**config.mk**
```make
export PLATFORM = sky130hd
export DESIGN_NAME = hsv_to_rgb_converter_core_flat
export DESIGN_NICKNAME = d
export VERILOG_FILES = /design/src/h2r_pkg.sv /design/src/h2r_in_if.sv /design/src/h2r_out_if.sv /design/src/hsv_to_rgb_converter_core.sv /design/src/h2r_front.sv /design/src/h2r_scale.sv /design/src/flat_wrapper.sv
export SDC_FILE = /design/constraint.sdc
export NUM_CORES = 2
export LEC_CHECK = 0
export ABC_AREA = 1
export BUFFER_PORTS_ARGS = -buffer_cell sky130_fd_sc_hd__buf_2
export CORE_AREA = 3 3 348 350
export DETAILED_ROUTE_END_ITERATION = 6
export DIE_AREA = 0 0 351 353
export PLACE_DENSITY_LB_ADDON = 0.08
export SLEW_MARGIN = 0
export SYNTH_ARGS = -nofsm -noshare
export SYNTH_HDL_FRONTEND = slang
export SYNTH_SLANG_ARGS = --single-unit
```
**constraint.sdc**
```tcl
create_clock -name clk -period 8.1 [get_ports clk]
set_input_delay 0.81 -clock clk [delete_from_list [all_inputs] [get_ports clk]]
set_output_delay 0.81 -clock clk [all_outputs]
set_load 0.05 [all_outputs]
```
**src/h2r_pkg.sv**
```systemverilog
package h2r_pkg;

  localparam int HUE_W  = 10;
  localparam int PCT_W  = 7;
  localparam int REM_W  = 6;
  localparam int WT_W   = 13;
  localparam int NUM_W  = 20;
  localparam int SUM_W  = 28;
  localparam int DIV_SH = 6;
  localparam int X_W    = SUM_W - DIV_SH;
  localparam int K_W    = 22;
  localparam int PROD_W = X_W + K_W;
  localparam int RCP_SH = 35;
  localparam int CH_W   = 8;

  localparam logic [HUE_W-1:0] HUE_MAX    = 10'd359;
  localparam logic [PCT_W-1:0] PCT_MAX    = 7'd100;
  localparam logic [REM_W-1:0] SECTOR_DEG = 6'd60;
  localparam logic [WT_W-1:0]  FULL_WT    = 13'd6000;
  localparam logic [SUM_W-1:0] ROUND_BIAS = 28'd300000;
  localparam logic [K_W-1:0]   RECIP_K    = 22'd3665039;
  localparam logic [CH_W-1:0]  ALPHA      = 8'hFF;

  typedef enum logic [2:0] {
    SEC_RY = 3'd0,
    SEC_YG = 3'd1,
    SEC_GC = 3'd2,
    SEC_CB = 3'd3,
    SEC_BM = 3'd4,
    SEC_MR = 3'd5
  } h2r_sec_t;

  typedef struct packed {
    logic c;
    logic d;
    logic e;
  } h2r_adv_t;

endpackage

```
**src/h2r_in_if.sv**
```systemverilog
interface h2r_in_if;
  import h2r_pkg::*;

  logic             valid;
  logic             ready;
  logic [HUE_W-1:0] hue;
  logic [PCT_W-1:0] saturation;
  logic [PCT_W-1:0] brightness;

  modport source (output valid, output hue, output saturation, output brightness,
                  input ready);
  modport sink (input valid, input hue, input saturation, input brightness,
                output ready);
endinterface

```
**src/h2r_out_if.sv**
```systemverilog
interface h2r_out_if;
  import h2r_pkg::*;

  logic            valid;
  logic            ready;
  logic [CH_W-1:0] red;
  logic [CH_W-1:0] green;
  logic [CH_W-1:0] blue;
  logic [31:0]     packed_color;

  modport source (output valid, output red, output green, output blue,
                  output packed_color, input ready);
  modport sink (input valid, input red, input green, input blue,
                input packed_color, output ready);
endinterface

```
**src/hsv_to_rgb_converter_core.sv**
```systemverilog
// Channel   Dir  Word
// in_chan   in   hue[9:0], saturation[6:0], brightness[6:0]
// out_chan  out  red[7:0], green[7:0], blue[7:0], packed_color[31:0]
//
// One word accepted per cycle while the output is not stalled.
// Stages: clamp and sector split, weight select, v*w, 255x plus rounding bias over
// 64, reciprocal multiply by 1/9375 into the output register.
// rst_n is synchronous and clears the stage valid bits only.
// A stalled output holds every full stage; empty stages still fill.
module hsv_to_rgb_converter_core
  import h2r_pkg::*;
(
  input  logic           clk,
  input  logic           rst_n,
  h2r_in_if.sink         in_chan,
  h2r_out_if.source      out_chan
);

  logic            f_valid, f_ready;
  logic [PCT_W-1:0] f_val;
  logic [WT_W-1:0] f_wr, f_wg, f_wb;
  logic            vld_c_r, vld_d_r, vld_e_r;
  logic            rdy_c, rdy_d, rdy_e;
  h2r_adv_t        adv;
  logic [CH_W-1:0] red, green, blue;

  h2r_front u_front (
    .clk      (clk),
    .rst_n    (rst_n),
    .in_valid (in_chan.valid),
    .in_ready (in_chan.ready),
    .in_hue   (in_chan.hue),
    .in_sat   (in_chan.saturation),
    .in_val   (in_chan.brightness),
    .dn_valid (f_valid),
    .dn_ready (f_ready),
    .dn_val   (f_val),
    .dn_wr    (f_wr),
    .dn_wg    (f_wg),
    .dn_wb    (f_wb)
  );

  assign rdy_e   = !vld_e_r || out_chan.ready;
  assign rdy_d   = !vld_d_r || rdy_e;
  assign rdy_c   = !vld_c_r || rdy_d;
  assign f_ready = rdy_c;

  assign adv.c = rdy_c && f_valid;
  assign adv.d = rdy_d && vld_c_r;
  assign adv.e = rdy_e && vld_d_r;

  always_ff @(posedge clk) begin
    if (!rst_n) begin
      vld_c_r <= 1'b0;
      vld_d_r <= 1'b0;
      vld_e_r <= 1'b0;
    end else begin
      if (rdy_c) begin
        vld_c_r <= f_valid;
      end
      if (rdy_d) begin
        vld_d_r <= vld_c_r;
      end
      if (rdy_e) begin
        vld_e_r <= vld_d_r;
      end
    end
  end

  h2r_scale u_scale_r (
    .clk  (clk),
    .adv  (adv),
    .val  (f_val),
    .wt   (f_wr),
    .chan (red)
  );

  h2r_scale u_scale_g (
    .clk  (clk),
    .adv  (adv),
    .val  (f_val),
    .wt   (f_wg),
    .chan (green)
  );

  h2r_scale u_scale_b (
    .clk  (clk),
    .adv  (adv),
    .val  (f_val),
    .wt   (f_wb),
    .chan (blue)
  );

  assign out_chan.valid        = vld_e_r;
  assign out_chan.red          = red;
  assign out_chan.green        = green;
  assign out_chan.blue         = blue;
  assign out_chan.packed_color = {ALPHA, blue, green, red};

endmodule

```
**src/h2r_front.sv**
```systemverilog
module h2r_front
  import h2r_pkg::*;
(
  input  logic             clk,
  input  logic             rst_n,
  input  logic             in_valid,
  output logic             in_ready,
  input  logic [HUE_W-1:0] in_hue,
  input  logic [PCT_W-1:0] in_sat,
  input  logic [PCT_W-1:0] in_val,
  output logic             dn_valid,
  input  logic             dn_ready,
  output logic [PCT_W-1:0] dn_val,
  output logic [WT_W-1:0]  dn_wr,
  output logic [WT_W-1:0]  dn_wg,
  output logic [WT_W-1:0]  dn_wb
);

  logic             vld_a_r, vld_b_r;
  logic             rdy_a, rdy_b;
  logic [PCT_W-1:0] sat_a_r, val_a_r, val_b_r;
  h2r_sec_t         sec_a_r, sec_nxt;
  logic [REM_W-1:0] rem_a_r, rem_nxt;
  logic [HUE_W-1:0] hue_c;
  logic [HUE_W-1:0] base;
  logic [WT_W-1:0]  wr_b_r, wg_b_r, wb_b_r;
  logic [WT_W-1:0]  wp, wq, wt, wv;
  logic [WT_W-1:0]  sr_q, sr_t;
  logic [REM_W-1:0] rem_inv;

  assign rdy_b    = !vld_b_r || dn_ready;
  assign rdy_a    = !vld_a_r || rdy_b;
  assign in_ready = rdy_a;

  assign hue_c = (in_hue > HUE_MAX) ? HUE_MAX : in_hue;

  always_comb begin
    if (hue_c >= 10'd300) begin
      sec_nxt = SEC_MR;
      base    = 10'd300;
    end else if (hue_c >= 10'd240) begin
      sec_nxt = SEC_BM;
      base    = 10'd240;
    end else if (hue_c >= 10'd180) begin
      sec_nxt = SEC_CB;
      base    = 10'd180;
    end else if (hue_c >= 10'd120) begin
      sec_nxt = SEC_GC;
      base    = 10'd120;
    end else if (hue_c >= 10'd60) begin
      sec_nxt = SEC_YG;
      base    = 10'd60;
    end else begin
      sec_nxt = SEC_RY;
      base    = 10'd0;
    end
  end

  assign rem_nxt = REM_W'(hue_c - base);

  always_ff @(posedge clk) begin
    if (!rst_n) begin
      vld_a_r <= 1'b0;
    end else if (rdy_a) begin
      vld_a_r <= in_valid;
    end
  end

  always_ff @(posedge clk) begin
    if (rdy_a && in_valid) begin
      sat_a_r <= (in_sat > PCT_MAX) ? PCT_MAX : in_sat;
      val_a_r <= (in_val > PCT_MAX) ? PCT_MAX : in_val;
      sec_a_r <= sec_nxt;
      rem_a_r <= rem_nxt;
    end
  end

  assign rem_inv = SECTOR_DEG - rem_a_r;
  assign sr_q    = WT_W'(sat_a_r) * WT_W'(rem_a_r);
  assign sr_t    = WT_W'(sat_a_r) * WT_W'(rem_inv);
  assign wv      = FULL_WT;
  assign wp      = WT_W'(PCT_MAX - sat_a_r) * WT_W'(SECTOR_DEG);
  assign wq      = FULL_WT - sr_q;
  assign wt      = FULL_WT - sr_t;

  always_ff @(posedge clk) begin
    if (!rst_n) begin
      vld_b_r <= 1'b0;
    end else if (rdy_b) begin
      vld_b_r <= vld_a_r;
    end
  end

  always_ff @(posedge clk) begin
    if (rdy_b && vld_a_r) begin
      val_b_r <= val_a_r;
      case (sec_a_r)
        SEC_RY: begin
          wr_b_r <= wv; wg_b_r <= wt; wb_b_r <= wp;
        end
        SEC_YG: begin
          wr_b_r <= wq; wg_b_r <= wv; wb_b_r <= wp;
        end
        SEC_GC: begin
          wr_b_r <= wp; wg_b_r <= wv; wb_b_r <= wt;
        end
        SEC_CB: begin
          wr_b_r <= wp; wg_b_r <= wq; wb_b_r <= wv;
        end
        SEC_BM: begin
          wr_b_r <= wt; wg_b_r <= wp; wb_b_r <= wv;
        end
        default: begin
          wr_b_r <= wv; wg_b_r <= wp; wb_b_r <= wq;
        end
      endcase
    end
  end

  assign dn_valid = vld_b_r;
  assign dn_val   = val_b_r;
  assign dn_wr    = wr_b_r;
  assign dn_wg    = wg_b_r;
  assign dn_wb    = wb_b_r;

endmodule

```
**src/h2r_scale.sv**
```systemverilog
module h2r_scale
  import h2r_pkg::*;
(
  input  logic             clk,
  input  h2r_adv_t         adv,
  input  logic [PCT_W-1:0] val,
  input  logic [WT_W-1:0]  wt,
  output logic [CH_W-1:0]  chan
);

  logic [NUM_W-1:0]  num_r;
  logic [X_W-1:0]    x_r;
  logic [CH_W-1:0]   q_r;
  logic [SUM_W-1:0]  sum;
  logic [PROD_W-1:0] prod;

  assign sum  = (SUM_W'(num_r) << 8) - SUM_W'(num_r) + ROUND_BIAS;
  assign prod = PROD_W'(x_r) * PROD_W'(RECIP_K);

  always_ff @(posedge clk) begin
    if (adv.c) begin
      num_r <= NUM_W'(val) * NUM_W'(wt);
    end
    if (adv.d) begin
      x_r <= sum[SUM_W-1:DIV_SH];
    end
    if (adv.e) begin
      q_r <= prod[RCP_SH+CH_W-1:RCP_SH];
    end
  end

  assign chan = q_r;

endmodule
```
**src/flat_wrapper.sv**
```systemverilog
// flat-port wrapper written by rule: the top's interface ports become plain ports
module hsv_to_rgb_converter_core_flat import h2r_pkg::*;
  (clk, rst_n, in_chan_valid, in_chan_hue, in_chan_saturation, in_chan_brightness, in_chan_ready, out_chan_valid, out_chan_red, out_chan_green, out_chan_blue, out_chan_packed_color, out_chan_ready);
  h2r_in_if in_chan_i ();
  h2r_out_if out_chan_i ();
  input  logic clk;
  input  logic rst_n;
  input wire logic [$bits(in_chan_i.valid)-1:0] in_chan_valid;
  input wire logic [$bits(in_chan_i.hue)-1:0] in_chan_hue;
  input wire logic [$bits(in_chan_i.saturation)-1:0] in_chan_saturation;
  input wire logic [$bits(in_chan_i.brightness)-1:0] in_chan_brightness;
  output wire logic [$bits(in_chan_i.ready)-1:0] in_chan_ready;
  output wire logic [$bits(out_chan_i.valid)-1:0] out_chan_valid;
  output wire logic [$bits(out_chan_i.red)-1:0] out_chan_red;
  output wire logic [$bits(out_chan_i.green)-1:0] out_chan_green;
  output wire logic [$bits(out_chan_i.blue)-1:0] out_chan_blue;
  output wire logic [$bits(out_chan_i.packed_color)-1:0] out_chan_packed_color;
  input wire logic [$bits(out_chan_i.ready)-1:0] out_chan_ready;
  assign in_chan_i.valid = in_chan_valid;
  assign in_chan_i.hue = in_chan_hue;
  assign in_chan_i.saturation = in_chan_saturation;
  assign in_chan_i.brightness = in_chan_brightness;
  assign in_chan_ready = in_chan_i.ready;
  assign out_chan_valid = out_chan_i.valid;
  assign out_chan_red = out_chan_i.red;
  assign out_chan_green = out_chan_i.green;
  assign out_chan_blue = out_chan_i.blue;
  assign out_chan_packed_color = out_chan_i.packed_color;
  assign out_chan_i.ready = out_chan_ready;
  hsv_to_rgb_converter_core u_core (.clk(clk), .rst_n(rst_n), .in_chan(in_chan_i), .out_chan(out_chan_i));
endmodule
```
# Yosys cells after proc, flatten, opt, wreduce, memory -nomap -nowiden
# Cells that the tools add are included.
[word_totals] reg_bits=224 input_bits=28 output_inout_bits=58
[op_classes] n_addsub=11 mul=9 magnitude_cmp=8 n_eq_ne=4 muxes=13 reduce_logical=21
[ops] op="$mul 22x22->43 const B" count=3
[ops] op="$pmux 13 s3" count=3
[ops] op="$add 28x19->28 const B" count=3
[ops] op="$sub 28x20->28" count=3
[ops] op="$mul 7x13->20" count=3
[ops] op="$mux 6" count=5
[ops] op="$mul 7x6->13" count=2
[ops] op="$sub 13x13->13 const A" count=2
[ops] op="$ge 10x8->1 const B" count=2
[ops] op="$gt 7x7->1 const B" count=2
[ops] op="$mul 13x4->11 const B" count=1
[ops] op="$ge 10x6->1 const B" count=1
[ops] op="$ge 10x7->1 const B" count=1
[ops] op="$ge 10x9->1 const B" count=1
[ops] op="$gt 10x9->1 const B" count=1
[ops] op="$mux 10" count=1
[ops] op="$reduce_or 2->1" count=5
[ops] op="$sub 7x7->8 const A" count=1
[ops] op="$eq 3x2->1 const B" count=2
[ops] op="$sub 6x6->6" count=1
[ops] op="$sub 6x6->6 const A" count=1
[ops] op="$logic_and 1x1->1" count=5
[ops] op="$logic_not 1->1" count=5
[ops] op="$logic_or 1x1->1" count=5
[ops] op="5 further kinds" count=7

# Logic depth before layout (Yosys ltp)
[depth] depth_word=9 mapped_depth=28 ltp_nobuf=27

# Modules after synthesis
# A second synthesis with hierarchy kept.
[unflattened] cells_unflattened=6705 hier_area_um2=53846.6
[modules_own_cells] module="h2r_scale at u_core.u_scale_b" n_inst=1 cells_each=1949 area_per_inst_um2=15428.5 seq_area_each_um2=1501.4
[modules_own_cells] module="h2r_scale at u_core.u_scale_r" n_inst=1 cells_each=1896 area_per_inst_um2=15254.6 seq_area_each_um2=1501.4
[modules_own_cells] module="h2r_scale at u_core.u_scale_g" n_inst=1 cells_each=1874 area_per_inst_um2=15219.6 seq_area_each_um2=1501.4
[modules_own_cells] module="h2r_front" n_inst=1 cells_each=934 area_per_inst_um2=7561.0 seq_area_each_um2=2112.0
[modules_own_cells] module="hsv_to_rgb_converter_core" n_inst=1 cells_each=52 area_per_inst_um2=382.9 seq_area_each_um2=60.1

# Worst setup path before layout
# No wires, ideal clock.
[synth_timing] kind="register to register" startpoint="reg u_core.u_scale_r.x_r[9]" endpoint="reg u_core.u_scale_r.q_r[6], in the netlist u_core.u_scale_r.chan[6], data pin" setup_time_ns=0.253 arrival_ns=5.223 setup_slack_ns=2.624 path_stages_with_launch=20 period_less_slack_ns=5.476 cell_sequence="edfxtp_1 -> inv_1 -> fa_1 -> inv_1 -> fa_1 -> fa_1 -> fa_1 -> fa_1 -> fa_1 -> inv_1 -> fa_1 -> inv_1 -> ha_1 -> nand2_1 -> nor2_1 -> nand2_1 -> nor3b_1 -> nand3_1 -> nand4_1 -> nand2_1"
[synth_between] elab_chain_cells=1
[synth_rtl] element="start: declaration" line="h2r_scale.sv:12" rtl="logic [X_W-1:0] x_r;"
[synth_rtl] element="start signal: assignment" line="h2r_scale.sv:25" rtl="x_r <= sum[SUM_W-1:DIV_SH];"
[synth_rtl] element="$mul 22x22->43" line="h2r_scale.sv:18" rtl="assign prod = PROD_W'(x_r) * PROD_W'(RECIP_K);"
[synth_rtl] element="net u_core.u_scale_r.prod[41]" line="h2r_scale.sv:15" rtl="logic [PROD_W-1:0] prod;"
[synth_rtl] element="end signal: assignment" line="h2r_scale.sv:28" rtl="q_r <= prod[RCP_SH+CH_W-1:RCP_SH];"
[synth_rtl] element="end: declaration" line="h2r_scale.sv:13" rtl="logic [CH_W-1:0] q_r;"
# The timed path passes the listed nets, and every way through them passes these cells.
# A chain may end at the register's enable or synchronous reset.

# Worst setup path after layout
[layout_timing] startpoint="reg u_core.u_scale_g.x_r[9]" endpoint="reg u_core.u_scale_g.q_r[6], in the netlist u_core.u_scale_g.chan[6], data pin"
[layout_between] elab_chain_cells=1
[layout_rtl] element="start: declaration" line="h2r_scale.sv:12"
[layout_rtl] element="start signal: assignment" line="h2r_scale.sv:25"
[layout_rtl] element="$mul 22x22->43" line="h2r_scale.sv:18"
[layout_rtl] element="net u_core.u_scale_g.prod[41]" line="h2r_scale.sv:15"
[layout_rtl] element="end signal: assignment" line="h2r_scale.sv:28"
[layout_rtl] element="end: declaration" line="h2r_scale.sv:13"
# The timed path passes the listed nets, and every way through them passes these cells.

==> results list <==
* Share of layout cells above drive strength 1: 3.37%
- After technology mapping, the gate count stands at 6448.
- Routed signal wires occupy layers up through met4.
- Chip height: 353 µm
- Final routed wire length divided by cell count: 17.4 µm
- The detail route stage leaves a number of antenna-violating nets equal to 0.
* Number of vias in the routed layout: 40.1k
* CTS root buffer: clkbuf_16
- Required time of the critical path: 8480 ps
- For this run the aggregate overflow at the end of global routing stands at 0.
* Kind of end point of the critical path: flop
* Drt total wl: 140000 µm
* Weighted congestion at the end of routability-driven global placement: 0.928
* Worst-case register-to-register setup slack: 2150 ps
- Along the worst hold path, the cell count comes to 1.
- Final critical-path share of the clock period: 73.5%
* Worst r2r src: u_core.u_scale_g.x_r[9]
- Final instance area: 0.0562 mm²
* Unique masters post-synth: 54
- For this block, wires on met1 add up to 67500 µm.
- During synthesis, Yosys emitted a total of 0 warnings.
- Count of TritonRoute iterations in the first routing pass: 6
* Number of buffers added to fix hold violations after cts: 0
- In this run the standard cell core region covers 0.118 mm².
* Post-layout minimum cycle time: 5950 ps
- In this run the cell area measured after placement is 0.0551 mm².
* Critical Path Fanout Max: 6
* Tightest Pin Transition: 1110 ps
- Once the floorplan was initialized, standard cells occupied 44.9% of the core.
- RSZ-0062 raised after global routing: no
- Counting cells, the worst reg-to-reg path comes to 19.
* Residual DRC: 0
* Maximum clock frequency: 0.168 GHz
- After the last flow step, the layout net total stands at 8134.
- Headroom to the max-slew limit came out at 26.3%.
* First-pass GRT wire length: 232000 µm
- Most frequent standard cell in the layout excluding fill and tap cells: inv_1
- HP Start: in_chan_saturation[6]
- Number of antenna cells inserted: 0
* Yosys top cell area share: 31.0%
- Maximum level of the CTS H-tree: 1
- Global routing usage summed across all routing layers: 23.5%
- Horizontal die dimension: 351 µm
- Among all flip-flop cells after synthesis, the most frequent one is edfxtp_1.
- Of the synthesized area, sequential elements account for 12.6%.
- Setup bufs post-CTS: 0
- I/O pins: 86
- Of all flip-flops after synthesis, the portion carrying an async set or reset was 0%.
- Layout filler cell count: 11.9k
- After synthesis the netlist holds a flip-flop and latch count of 224.
- Status: complete, no violations
- Synth area leaders: fa_1 31%, ha_1 19%, edfxtp_1 12%
* Number of max-capacitance violations reported: 0
- Class of the most critical setup path: flop to flop
- The final-report max-slew violation count came to 0.
* Maximum number of pins on one net before global-route repair: 61
- The clock passes through at most 3 buffers.
- Arrival @ worst endpoint: 6330 ps
- WHS Endpoint: u_core.u_front.sat_a_r[6]
- The final count of hold timing violations was 0.
- Once placement completed, the tool counted placed cells totaling 8001.
- The die covers 0.124 mm².
- The clock reaches the later pin of the worst-skew pair after 640 ps.
- Most area-hungry cell type in the Yosys netlist: fa_1
* Post-synthesis to final-layout area growth: 5.84%
- The via count of the first global-routing pass came to 43.1k.
- Number of sinks on the clock net: 224
* Fin Setup TNS: 0 ps
- The worst setup path is launched from a flop.
- Once the clock tree was built, the resizer swapped 0 gates to a different size.
- Setup violations remaining at the end of the flow were counted as 0.
- Clock-pin slew of the registers on the worst-case setup and hold paths: 60 ps
- For this block, the initial DRC count from the detailed router was 2236.
* Number of vias per cell: 4.97
* Most frequent cells in the layout: 1729 x inv_1, 1351 x nand2_1, 823 x fa_1
- HP Class: primary input to flop
- Setup Skew: 31.8 ps
- Summed over all nets, the half-perimeter wirelength after detailed placement is 125000 µm.
* Per-instance average area after synthesis: 8.23 µm²
- Wire segments on met2 add up to 65100 µm in the final route.
- Post-synth design cell area: 0.0531 mm²
- TritonCTS built the clock tree.
- Number of buffers created by CTS: 31
* Final hold slack: 378 ps
- Finished Layout Cells: 8059
- Counting flops with a built-in enable in the synthesized netlist gives 219.
- Standard-cell rows: 126
- Critical R2R Capture: u_core.u_scale_g.chan[6]
- Wire length on met3: 5020 µm
* Number of antenna violations at the first check in global routing: 0
- # port buffers: 77
per-stage QoR:
| stage | setup WS [ps] | util (%) |
|---|---|---|
| final | 2150 | 47.6 |
| after detailed placement | 2120 | 46.6 |
| after global routing | 1770 | 47.6 |
| after global placement | 2210 | 46.6 |
| after CTS | 2110 | 47.6 |
| after floorplan | 2620 | - |
registers in the layout, summed over array words and instances, names as in the netlist:
name	count
u_core.out_chan.valid	1
u_core.u_front.dn_val	7
u_core.u_front.dn_valid	1
u_core.u_front.dn_wb	13
u_core.u_front.dn_wg	13
u_core.u_front.dn_wr	13
u_core.u_front.rem_a_r	6
u_core.u_front.sat_a_r	7
u_core.u_front.sec_a_r	3
u_core.u_front.val_a_r	7
u_core.u_front.vld_a_r	1
u_core.u_scale_b.chan	8
u_core.u_scale_b.num_r	20
u_core.u_scale_b.x_r	22
u_core.u_scale_g.chan	8
u_core.u_scale_g.num_r	20
u_core.u_scale_g.x_r	22
u_core.u_scale_r.chan	8
u_core.u_scale_r.num_r	20
u_core.u_scale_r.x_r	22
u_core.vld_c_r	1
u_core.vld_d_r	1
worst max-delay path, cell delays in order, from the launching register on:
cell	delay (ps)
edfxtp_1	520
inv_1	170
fa_1	650
inv_1	70
fa_1	460
fa_1	580
fa_1	440
fa_1	460
fa_1	490
inv_1	50
fa_1	470
inv_1	40
ha_1	300
nand2_1	110
nor2_1	200
nand2_1	100
nor3b_1	270
nand3_1	160
nand4_1	120
nand2_1	50
layer usage:
layer | global-route usage, % | up-vias
met4 | 3.85 | 0
li1 | - | 19826
met1 | 33.6 | 19457
met5 | 0 | -
met2 | 39.6 | 660
met3 | 1.84 | 123
area by class of cell:
| class | count | area (µm²) | area share [%] |
|---|---|---|---|
| inverters | 1741 | 6540 | 11.6 |
| repair buffers | 88 | 468 | 0.833 |
| multi-input cells | 4412 | 39500 | 70.3 |
| flip-flops and latches | 224 | 6680 | 11.9 |
| clock inverters | 26 | 317 | 0.564 |
| clock buffers | 32 | 779 | 1.39 |
| well taps | 1536 | 1920 | 3.42 |
how the worst max path moves through the flow:
stage                                  startpoint                        to  depth (start not counted)  slack (ps)
after floorplan           u_core.u_scale_r.x_r[9]  u_core.u_scale_r.chan[6]                         19        2620
after global routing      u_core.u_scale_b.x_r[5]  u_core.u_scale_b.chan[5]                         20        1770
final                     u_core.u_scale_g.x_r[9]  u_core.u_scale_g.chan[6]                         19        2150
after detailed placement  u_core.u_scale_g.x_r[9]  u_core.u_scale_g.chan[1]                         19        2120
after CTS                 u_core.u_scale_g.x_r[9]  u_core.u_scale_g.chan[1]                         19        2110
after global placement    u_core.u_scale_g.x_r[9]  u_core.u_scale_g.chan[1]                         19        2210
kinds of logic (layout without fill, tap and decap cells):
logic type,Yosys count,count (layout),synth area share [%]
AND/OR/NAND/NOR,2121,2121,16.8
buffers and inverters,1819,1887,13.1
adder cells (fa/ha/maj),1608,1608,49.6
AO/OA/AOI/OAI,533,533,5.62
flip-flops,224,224,12.6
XOR/XNOR,142,142,2.34
other,1,8,0.00707
cell usage after synthesis (6+ instances only):
library cell  number
nor2_2             7
nand4_1           89
o21ai_1            8
nand2_1         1351
ha_1             785
xnor2_1           34
nand3b_1           9
nand2_2            8
nor2_1           340
buf_2              6
nor3b_2            9
o21ai_0          123
nor2_4            12
nor4_1             8
buf_4             33
xor2_1           108
a31oi_1           12
o2111ai_1          6
o21bai_1          44
a21oi_1          281
inv_2              9
edfxtp_1         219
nand3_1          218
fa_1             823
a21boi_0           6
clkbuf_1          34
or2_2              9
inv_1           1731
a21o_1            18
nor3_1            37
Power is not shown: default switching activity piles up to over one toggle a cycle in this logic, so the estimate is an artifact.
